File: config.mk
export PLATFORM = sky130hd
export DESIGN_NAME = byte_stuffed_frame_receiver
export DESIGN_NICKNAME = d
export VERILOG_FILES = /design/src/rtl/bsfr_pkg.sv /design/src/rtl/bsfr_ram.sv /design/src/rtl/bsfr_parser.sv /design/src/rtl/bsfr_outstage.sv /design/src/rtl/byte_stuffed_frame_receiver.sv
export VERILOG_INCLUDE_DIRS = /design/src /design/src/rtl
export SDC_FILE = /design/constraint.sdc
export NUM_CORES = 2
export LEC_CHECK = 0
export ABC_CLOCK_PERIOD_IN_PS = 5150
export BUFFER_PORTS_ARGS = -buffer_cell sky130_fd_sc_hd__buf_2
export CAP_MARGIN = 20
export CORE_ASPECT_RATIO = 0.7
export CORE_MARGIN = 1.5
export CORE_UTILIZATION = 45
export CTS_BUF_LIST = sky130_fd_sc_hd__clkbuf_4 sky130_fd_sc_hd__clkbuf_8
export DETAILED_ROUTE_END_ITERATION = 12
export PLACE_DENSITY = 0.6
export REMOVE_ABC_BUFFERS = 1
export SETUP_SLACK_MARGIN = 0.15
export SLEW_MARGIN = 15
export SYNTH_ARGS = -nofsm -noshare
export SYNTH_HDL_FRONTEND = slang
export SYNTH_SLANG_ARGS = --single-unit
export TNS_END_PERCENT = 50
File: constraint.sdc
create_clock -name i_clk -period 5.15 [get_ports i_clk]
set_input_delay 1.03 -clock i_clk [delete_from_list [all_inputs] [get_ports i_clk]]
set_output_delay 1.03 -clock i_clk [all_outputs]
set_load 0.05 [all_outputs]
File: src/rtl/byte_stuffed_frame_receiver_defines.svh
// assertion macros for the byte stuffed frame receiver
`ifndef BYTE_STUFFED_FRAME_RECEIVER_DEFINES_SVH
`define BYTE_STUFFED_FRAME_RECEIVER_DEFINES_SVH

// same-cycle implication, checked out of reset
`define BSFR_ASSERT_IMPL(label, clk, rst_n, ante, cons) \
    label: assert property (@(posedge clk) disable iff (!rst_n) (ante) |-> (cons)) \
        else $error("bsfr assertion failed");

// next-cycle implication, checked out of reset
`define BSFR_ASSERT_NEXT(label, clk, rst_n, ante, cons) \
    label: assert property (@(posedge clk) disable iff (!rst_n) (ante) |=> (cons)) \
        else $error("bsfr assertion failed");

`endif

File: src/rtl/bsfr_pkg.sv
// shared constants, codes and types of the byte stuffed frame receiver
package bsfr_pkg;

    localparam int NUM_BUFFERS = 2;
    localparam int MAX_PAYLOAD = 256;

    localparam int BUF_W  = (NUM_BUFFERS > 1) ? $clog2(NUM_BUFFERS) : 1;
    localparam int FILL_W = $clog2(MAX_PAYLOAD + 1);
    localparam int DEPTH  = NUM_BUFFERS * MAX_PAYLOAD;
    localparam int ADDR_W = $clog2(DEPTH);
    localparam int BYTE_W = 8;

    typedef enum logic [1:0] {
        ACT_RECV    = 2'd0,
        ACT_READ    = 2'd1,
        ACT_RELEASE = 2'd2,
        ACT_NONE    = 2'd3
    } t_action;

    typedef enum logic [1:0] {
        CFG_START  = 2'd0,
        CFG_END    = 2'd1,
        CFG_ESCAPE = 2'd2,
        CFG_UNUSED = 2'd3
    } t_cfg_index;

    typedef enum logic [2:0] {
        MODE_WAIT = 3'b001,
        MODE_DATA = 3'b010,
        MODE_ESC  = 3'b100
    } t_mode;

    typedef struct packed {
        logic              we;
        logic [ADDR_W-1:0] waddr;
        logic [BYTE_W-1:0] wdata;
        logic              re;
        logic [ADDR_W-1:0] raddr;
    } t_ram_req;

    typedef struct packed {
        logic              accepted;
        logic              frame_done;
        logic [BUF_W-1:0]  done_buffer;
        logic [FILL_W-1:0] done_length;
        logic              overflowed;
        logic              rd_valid;
    } t_result;

endpackage

File: src/rtl/bsfr_ram.sv
// generic simple dual port ram with registered read
module bsfr_ram #(
    parameter int WIDTH = 8,
    parameter int DEPTH = 512
) (
    input  logic                     i_clk,
    input  logic                     i_we,
    input  logic [$clog2(DEPTH)-1:0] i_waddr,
    input  logic [WIDTH-1:0]         i_wdata,
    input  logic                     i_re,
    input  logic [$clog2(DEPTH)-1:0] i_raddr,
    output logic [WIDTH-1:0]         o_rdata
);

    logic [WIDTH-1:0] r_mem [DEPTH];
    logic [WIDTH-1:0] r_rdata;

    always_ff @(posedge i_clk) begin
        if (i_we) begin
            r_mem[i_waddr] <= i_wdata;
        end
        if (i_re) begin
            r_rdata <= r_mem[i_raddr];
        end
    end

    assign o_rdata = r_rdata;

endmodule

File: src/rtl/bsfr_parser.sv
// deframing control: parse mode, buffer rotation, locks, fill count and store access
module bsfr_parser (
    input  logic                       i_clk,
    input  logic                       i_rst_n,
    input  logic                       i_take,
    input  logic [1:0]                 i_action,
    input  logic [7:0]                 i_line_byte,
    input  logic                       i_buffer_sel,
    input  logic [7:0]                 i_read_offset,
    input  logic                       i_cfg_valid,
    input  logic [1:0]                 i_cfg_index,
    input  logic [7:0]                 i_cfg_data,
    output bsfr_pkg::t_ram_req         o_ram_req,
    output bsfr_pkg::t_result          o_result
);

    logic [7:0]                          r_start;
    logic [7:0]                          r_end;
    logic [7:0]                          r_escape;
    bsfr_pkg::t_mode                     r_mode, n_mode;
    logic [bsfr_pkg::BUF_W-1:0]          r_wbuf, n_wbuf;
    logic [bsfr_pkg::NUM_BUFFERS-1:0]    r_lock, n_lock;
    logic [bsfr_pkg::FILL_W-1:0]         r_fill, n_fill;
    logic                                r_lost, n_lost;

    logic                                store;
    logic                                open;
    logic                                sel_ok;
    logic [bsfr_pkg::BUF_W-1:0]          sel;
    bsfr_pkg::t_ram_req                  req;
    bsfr_pkg::t_result                   res;

    assign sel    = bsfr_pkg::BUF_W'(i_buffer_sel);
    assign sel_ok = (int'(sel) < bsfr_pkg::NUM_BUFFERS);

    always_comb begin
        n_mode = r_mode;
        n_wbuf = r_wbuf;
        n_lock = r_lock;
        n_fill = r_fill;
        n_lost = r_lost;
        store  = 1'b0;
        open   = 1'b0;
        req    = '0;
        res    = '0;
        req.raddr = bsfr_pkg::ADDR_W'(sel) * bsfr_pkg::ADDR_W'(bsfr_pkg::MAX_PAYLOAD)
                  + bsfr_pkg::ADDR_W'(i_read_offset);
        req.wdata = i_line_byte;
        req.waddr = bsfr_pkg::ADDR_W'(r_wbuf) * bsfr_pkg::ADDR_W'(bsfr_pkg::MAX_PAYLOAD)
                  + bsfr_pkg::ADDR_W'(r_fill);
        if (i_take) begin
            case (bsfr_pkg::t_action'(i_action))
                bsfr_pkg::ACT_RECV: begin
                    if (!r_lock[r_wbuf]) begin
                        res.accepted = 1'b1;
                        case (r_mode)
                            bsfr_pkg::MODE_WAIT: begin
                                open = (i_line_byte == r_start);
                            end
                            bsfr_pkg::MODE_ESC: begin
                                store  = 1'b1;
                                n_mode = bsfr_pkg::MODE_DATA;
                            end
                            bsfr_pkg::MODE_DATA: begin
                                // end wins over start, start over escape
                                if (i_line_byte == r_end) begin
                                    n_lock[r_wbuf]  = 1'b1;
                                    res.frame_done  = 1'b1;
                                    res.done_buffer = r_wbuf;
                                    res.done_length = r_fill;
                                    res.overflowed  = r_lost;
                                    n_wbuf = (int'(r_wbuf) == bsfr_pkg::NUM_BUFFERS - 1)
                                           ? '0 : r_wbuf + 1'b1;
                                    n_mode = bsfr_pkg::MODE_WAIT;
                                end else if (i_line_byte == r_start) begin
                                    open = 1'b1;
                                end else if (i_line_byte == r_escape) begin
                                    n_mode = bsfr_pkg::MODE_ESC;
                                end else begin
                                    store = 1'b1;
                                end
                            end
                            default: begin
                                n_mode = bsfr_pkg::MODE_WAIT;
                            end
                        endcase
                    end
                end
                bsfr_pkg::ACT_READ: begin
                    req.re       = 1'b1;
                    res.rd_valid = sel_ok &&
                                   (int'(i_read_offset) < bsfr_pkg::MAX_PAYLOAD);
                end
                bsfr_pkg::ACT_RELEASE: begin
                    if (sel_ok) begin
                        n_lock[sel] = 1'b0;
                    end
                end
                default: begin
                end
            endcase
        end
        if (open) begin
            n_fill = '0;
            n_lost = 1'b0;
            n_mode = bsfr_pkg::MODE_DATA;
        end
        if (store) begin
            // past capacity the byte is dropped and the frame marked
            if (int'(r_fill) < bsfr_pkg::MAX_PAYLOAD) begin
                req.we = 1'b1;
                n_fill = r_fill + 1'b1;
            end else begin
                n_lost = 1'b1;
            end
        end
    end

    always_ff @(posedge i_clk) begin
        if (!i_rst_n) begin
            r_start  <= 8'd126;
            r_end    <= 8'd127;
            r_escape <= 8'd125;
            r_mode   <= bsfr_pkg::MODE_WAIT;
            r_wbuf   <= '0;
            r_lock   <= '0;
            r_fill   <= '0;
            r_lost   <= 1'b0;
        end else begin
            r_mode <= n_mode;
            r_wbuf <= n_wbuf;
            r_lock <= n_lock;
            r_fill <= n_fill;
            r_lost <= n_lost;
            if (i_cfg_valid) begin
                case (bsfr_pkg::t_cfg_index'(i_cfg_index))
                    bsfr_pkg::CFG_START:  r_start  <= i_cfg_data;
                    bsfr_pkg::CFG_END:    r_end    <= i_cfg_data;
                    bsfr_pkg::CFG_ESCAPE: r_escape <= i_cfg_data;
                    default: begin
                    end
                endcase
            end
        end
    end

    assign o_ram_req = req;
    assign o_result  = res;

endmodule

File: src/rtl/bsfr_outstage.sv
// store read stage and output register with flow control
module bsfr_outstage (
    input  logic                i_clk,
    input  logic                i_rst_n,
    input  logic                i_take,
    input  bsfr_pkg::t_result   i_result,
    input  logic [7:0]          i_ram_rdata,
    input  logic                i_out_stall,
    output logic                o_in_stall,
    output logic                o_out_valid,
    output bsfr_pkg::t_result   o_result,
    output logic [7:0]          o_read_data
);

    logic                r_s1_valid;
    bsfr_pkg::t_result   r_s1;
    logic                r_out_valid;
    bsfr_pkg::t_result   r_out;
    logic [7:0]          r_out_rdata;
    logic                s1_move;

    // ram read data holds until the next read, which only comes with s1 moving or empty
    assign s1_move    = r_s1_valid && (!r_out_valid || !i_out_stall);
    assign o_in_stall = r_s1_valid && r_out_valid && i_out_stall;

    always_ff @(posedge i_clk) begin
        if (!i_rst_n) begin
            r_s1_valid  <= 1'b0;
            r_out_valid <= 1'b0;
        end else begin
            if (i_take) begin
                r_s1_valid <= 1'b1;
            end else if (s1_move) begin
                r_s1_valid <= 1'b0;
            end
            if (s1_move) begin
                r_out_valid <= 1'b1;
            end else if (r_out_valid && !i_out_stall) begin
                r_out_valid <= 1'b0;
            end
        end
    end

    always_ff @(posedge i_clk) begin
        if (i_take) begin
            r_s1 <= i_result;
        end
        if (s1_move) begin
            r_out       <= r_s1;
            r_out_rdata <= r_s1.rd_valid ? i_ram_rdata : 8'd0;
        end
    end

    assign o_out_valid = r_out_valid;
    assign o_result    = r_out;
    assign o_read_data = r_out_rdata;

endmodule

File: src/rtl/byte_stuffed_frame_receiver.sv
// byte stuffed frame receiver top level
// Input channel: one beat per action (receive line byte, read stored byte,
// release buffer), qualified by i_in_valid and held off by o_in_stall.
// Output channel: exactly one result beat per input beat, in order, on
// o_out_valid with i_out_stall from the receiver.
// Config channel: i_cfg_valid / o_cfg_ready with a register index
// (0 start byte, 1 end byte, 2 escape byte) and 8-bit data; always ready.
// The user must write it only while the block is idle; the block does not enforce this.
// Each result passes through the read stage and the output register; throughput
// is one beat per cycle while the receiver does not stall, set by the single access
// to the payload ram per beat (a byte write or a byte read) and the registered control update.
// Reset (synchronous, active low) returns the parser to waiting for a start
// byte, buffer 0, all buffers unlocked and configuration to 126/127/125;
// payload ram contents stay undefined until written.
// When the receiver stalls the result is held in the output register and one
// more beat is taken into the read stage; after that o_in_stall rises.
`include "byte_stuffed_frame_receiver_defines.svh"

module byte_stuffed_frame_receiver (
    input  logic       i_clk,
    input  logic       i_rst_n,
    input  logic       i_in_valid,
    output logic       o_in_stall,
    input  logic [1:0] i_action,
    input  logic [7:0] i_line_byte,
    input  logic       i_buffer_sel,
    input  logic [7:0] i_read_offset,
    output logic       o_out_valid,
    input  logic       i_out_stall,
    output logic       o_accepted,
    output logic       o_frame_done,
    output logic       o_done_buffer,
    output logic [8:0] o_done_length,
    output logic       o_overflowed,
    output logic [7:0] o_read_data,
    input  logic       i_cfg_valid,
    output logic       o_cfg_ready,
    input  logic [1:0] i_cfg_index,
    input  logic [7:0] i_cfg_data
);

    logic                take;
    bsfr_pkg::t_ram_req  ram_req;
    bsfr_pkg::t_result   res_in;
    bsfr_pkg::t_result   res_out;
    logic [7:0]          ram_rdata;

    assign take        = i_in_valid && !o_in_stall;
    assign o_cfg_ready = 1'b1;

    bsfr_parser u_parser (
        .i_clk         (i_clk),
        .i_rst_n       (i_rst_n),
        .i_take        (take),
        .i_action      (i_action),
        .i_line_byte   (i_line_byte),
        .i_buffer_sel  (i_buffer_sel),
        .i_read_offset (i_read_offset),
        .i_cfg_valid   (i_cfg_valid && o_cfg_ready),
        .i_cfg_index   (i_cfg_index),
        .i_cfg_data    (i_cfg_data),
        .o_ram_req     (ram_req),
        .o_result      (res_in)
    );

    bsfr_ram #(
        .WIDTH (bsfr_pkg::BYTE_W),
        .DEPTH (bsfr_pkg::DEPTH)
    ) u_ram (
        .i_clk   (i_clk),
        .i_we    (ram_req.we),
        .i_waddr (ram_req.waddr),
        .i_wdata (ram_req.wdata),
        .i_re    (ram_req.re),
        .i_raddr (ram_req.raddr),
        .o_rdata (ram_rdata)
    );

    bsfr_outstage u_out (
        .i_clk       (i_clk),
        .i_rst_n     (i_rst_n),
        .i_take      (take),
        .i_result    (res_in),
        .i_ram_rdata (ram_rdata),
        .i_out_stall (i_out_stall),
        .o_in_stall  (o_in_stall),
        .o_out_valid (o_out_valid),
        .o_result    (res_out),
        .o_read_data (o_read_data)
    );

    assign o_accepted    = res_out.accepted;
    assign o_frame_done  = res_out.frame_done;
    assign o_done_buffer = res_out.done_buffer[0];
    assign o_done_length = res_out.done_length;
    assign o_overflowed  = res_out.overflowed;

    `BSFR_ASSERT_IMPL(a_done_needs_accept, i_clk, i_rst_n, o_out_valid && o_frame_done, o_accepted)
    `BSFR_ASSERT_IMPL(a_read_excludes_recv, i_clk, i_rst_n, o_out_valid && (o_read_data != 8'd0), !o_accepted && !o_frame_done)
    `BSFR_ASSERT_IMPL(a_room_no_stall, i_clk, i_rst_n, !o_out_valid, !o_in_stall)
    `BSFR_ASSERT_IMPL(a_length_bound, i_clk, i_rst_n, o_out_valid && o_frame_done, int'(o_done_length) <= bsfr_pkg::MAX_PAYLOAD)
    `BSFR_ASSERT_NEXT(a_stall_holds_out, i_clk, i_rst_n, o_out_valid && i_out_stall, o_out_valid)

endmodule

==> metrics <==
# rows 185; cell with the most instances after synthesis edfxtp_1; Data arrival, critical path approximately 4700 ps; initial antenna violation count 33; TritonCTS Buffers 619; H-tree levels 6; RSZ-0062 raised after global routing no; Reg2Reg Depth 9; leak pwr 58.7 nW; CTS root buf clkbuf_8; worst vdd ir 231 uV; post-route ant nets 0; first-pass GRT wire length 677 mm; Area Overhead vs Synth 11.6%; Hold Vio Cnt, Final 0; IO Port Bufs 56; Startpoint Class register; cts hold-fix bufs 0; pwr/cell area 367 mW/mm^2; DRC Markers 0; Initial Util 0.453; pin count of the biggest net entering global routing 207; cts repair resizes 0; top post-synthesis cells by area edfxtp_1 (76%), mux4_2 (7.7%), mux2i_1 (4.8%); wirelength, routed slightly below 500 mm; crit share post-route 0.784; Worst Tran Pin Value around 1400 ps; FF-to-FF Start u_parser.r_wbuf; max-slew violations 0; layout cells sized above 1 0.216; max-cap violations 0; CP Max Fanout 18; Chip Height 509 um; GRT Util Overall 0.259; later-pin clock latency in the skew report around 1100 ps; worst setup path endpoint u_ram.r_mem[29][4]; min Tclk post-route 4040 ps; Tot Pwr 0.0674 W; reg2reg end u_ram.r_mem[29][4]; CTS tree done; HP Class input pin to register; Layout Utilization 0.505; boundary pin count 58; GPL Wtd Cong 0.877; Worst slew margin 0.0662; cell taking the most area after synthesis edfxtp_1; postcts setup bufs 0; Post-Route Skew 47.8 ps; crit end category register; Post-synth EDFFs 4139; maximum clock path buffer count 4; drt initial violations roughly 13000; Seq/Total Area, Yosys 0.760; top-area cell type share of the netlist area 0.755; Gate Count Post-Synth 8426; HPWL Detailed 304 mm; Mapped Area 0.165 mm^2; # fillers approximately 29000; Setup Crit Path Kind register to register; crit path from u_parser.r_wbuf; Yosys cell types 84; Synth Area per Inst 19.5 um^2; Placeable Area between 0.3 and 0.4 mm^2; top_reg_cell synth edfxtp_1; FFs w/ async S/R, synth 0; vias in the first global route 87000; Setup Viol. Count Final 0; Ys Warns 0; drt wl/cell 34.0 um; Peak Freq 0.248 GHz; Worst EP required 5850 ps; Reg clk slew, reported paths around 70 ps; Congestion Overflow GR 0; # nets final around 9000; die area 0.369 mm^2; vias 89600; #FFs+latches synth 4181; Reg2Reg Setup Slack 1110 ps; Pre-antenna DRT Iters 5; status complete, no violations; vias per inst 6.26; Die X approximately 730 um; Num Clock Sinks 4181; Post-synth top cells edfxtp_1 (4139), mux2i_1 (790), nor2_1 (613), mux4_2 (561), o221ai_1 (305)
## registers in the layout, summed over array words and instances (netlist names)
signal             count
u_parser.r_fill        9
u_parser.r_mode        3
u_out.o_out_valid      1
u_parser.r_escape      8
u_out.r_s1_valid       1
u_parser.r_start       8
u_parser.r_lost        1
u_ram.r_mem         4096
u_ram.o_rdata          8
u_parser.r_lock        2
u_out.o_result        13
u_parser.r_end         8
u_out.o_read_data      8
u_out.r_s1            14
u_parser.r_wbuf        1
## metrics by stage
stage	hold WS (ps)	setup TNS, ps	instance area (um^2)	instances	worst slack [ps]
global placement	412	0	172000	13200	191
detailed placement	409	0	172000	13200	205
CTS	92.5	0	184000	14300	1110
global route	146	0	184000	14300	940
floorplan	400	-7960	161000	7892	-1140
finish	200	0	184000	14300	1110
## cells in the final DEF (no fill, tap or decap), drive strengths merged, types with 113 or more instances in the layout
master and count:
edfxtp 4139, clkbuf 844, mux2i 790, mux4 646
nor2 613, buf 465, o221ai 310, o22ai 204
nand2 196, a21oi 192, clkinv 186, o21ai 113
## how the worst min path moves through the flow
| stage | start | endpoint | cells past startpoint |
|---|---|---|---|
| global placement | u_out.r_s1[13] | u_out.o_result[13] | 0 |
| detailed placement | u_out.r_s1[4] | u_out.o_result[4] | 0 |
| global route | i_in_valid | u_out.r_s1_valid | 2 |
| finish | i_in_valid | u_out.r_s1_valid | 2 |
| floorplan | u_out.r_s1[10] | u_out.o_result[10] | 0 |
| CTS | i_cfg_data[6] | u_parser.r_end[6] | 3 |
## cells by family (layout without fill, tap and decap cells)
kind of cell	after synthesis	in the layout	share of synthesized area
multiplexers	1453	1453	0.140
AO/OA/AOI/OAI	1050	1050	0.0447
AND/OR/NAND/NOR	1157	1157	0.0311
XOR/XNOR	28	28	0.00149
adder cells (fa/ha/maj)	4	4	0.000304
other	1	24	0.0000228
buffers and inverters	552	1557	0.0225
flip-flops	4181	4181	0.760
## critical path, stage by stage, from the launching register on
cell and delay (ps):
dfxtp_1 600, nor2b_1 110, a211o_1 280, or3_1 400, nor3_4 180, buf_4 260, buf_4 380, nand3_4 110
buf_4 330, nor2_1 880
## layer usage
layer	up-vias	share of wire	track usage
li1	36100	-	-
met1	47200	0.42	0.391
met2	5533	0.42	0.361
met3	737	0.13	0.0830
met4	14	0.026	0.0698
met5	-	0.00019	0
## cell type report
cell class                      instances  area, um^2  share of cell area
Antenna cell                           23        57.6            0.000313
Clock buffer                          843       10300              0.0563
Clock inverter                        230        1350             0.00734
Inverter                               18        82.6            0.000450
Multi-Input combinational cell       3693       36100               0.196
Sequential cell                      4181      125000               0.681
Tap cell                             4862        6080              0.0331
Timing Repair Buffer                  466        4570              0.0249
## report_power, final
group          total, W  switching [W]  internal (W)
Combinational   0.00365        0.00249       0.00115
Sequential       0.0374      0.0000233        0.0374
Clock            0.0263         0.0128        0.0135
Total            0.0674         0.0154        0.0520
No activity file was read; power rests on OpenSTA's default activity.
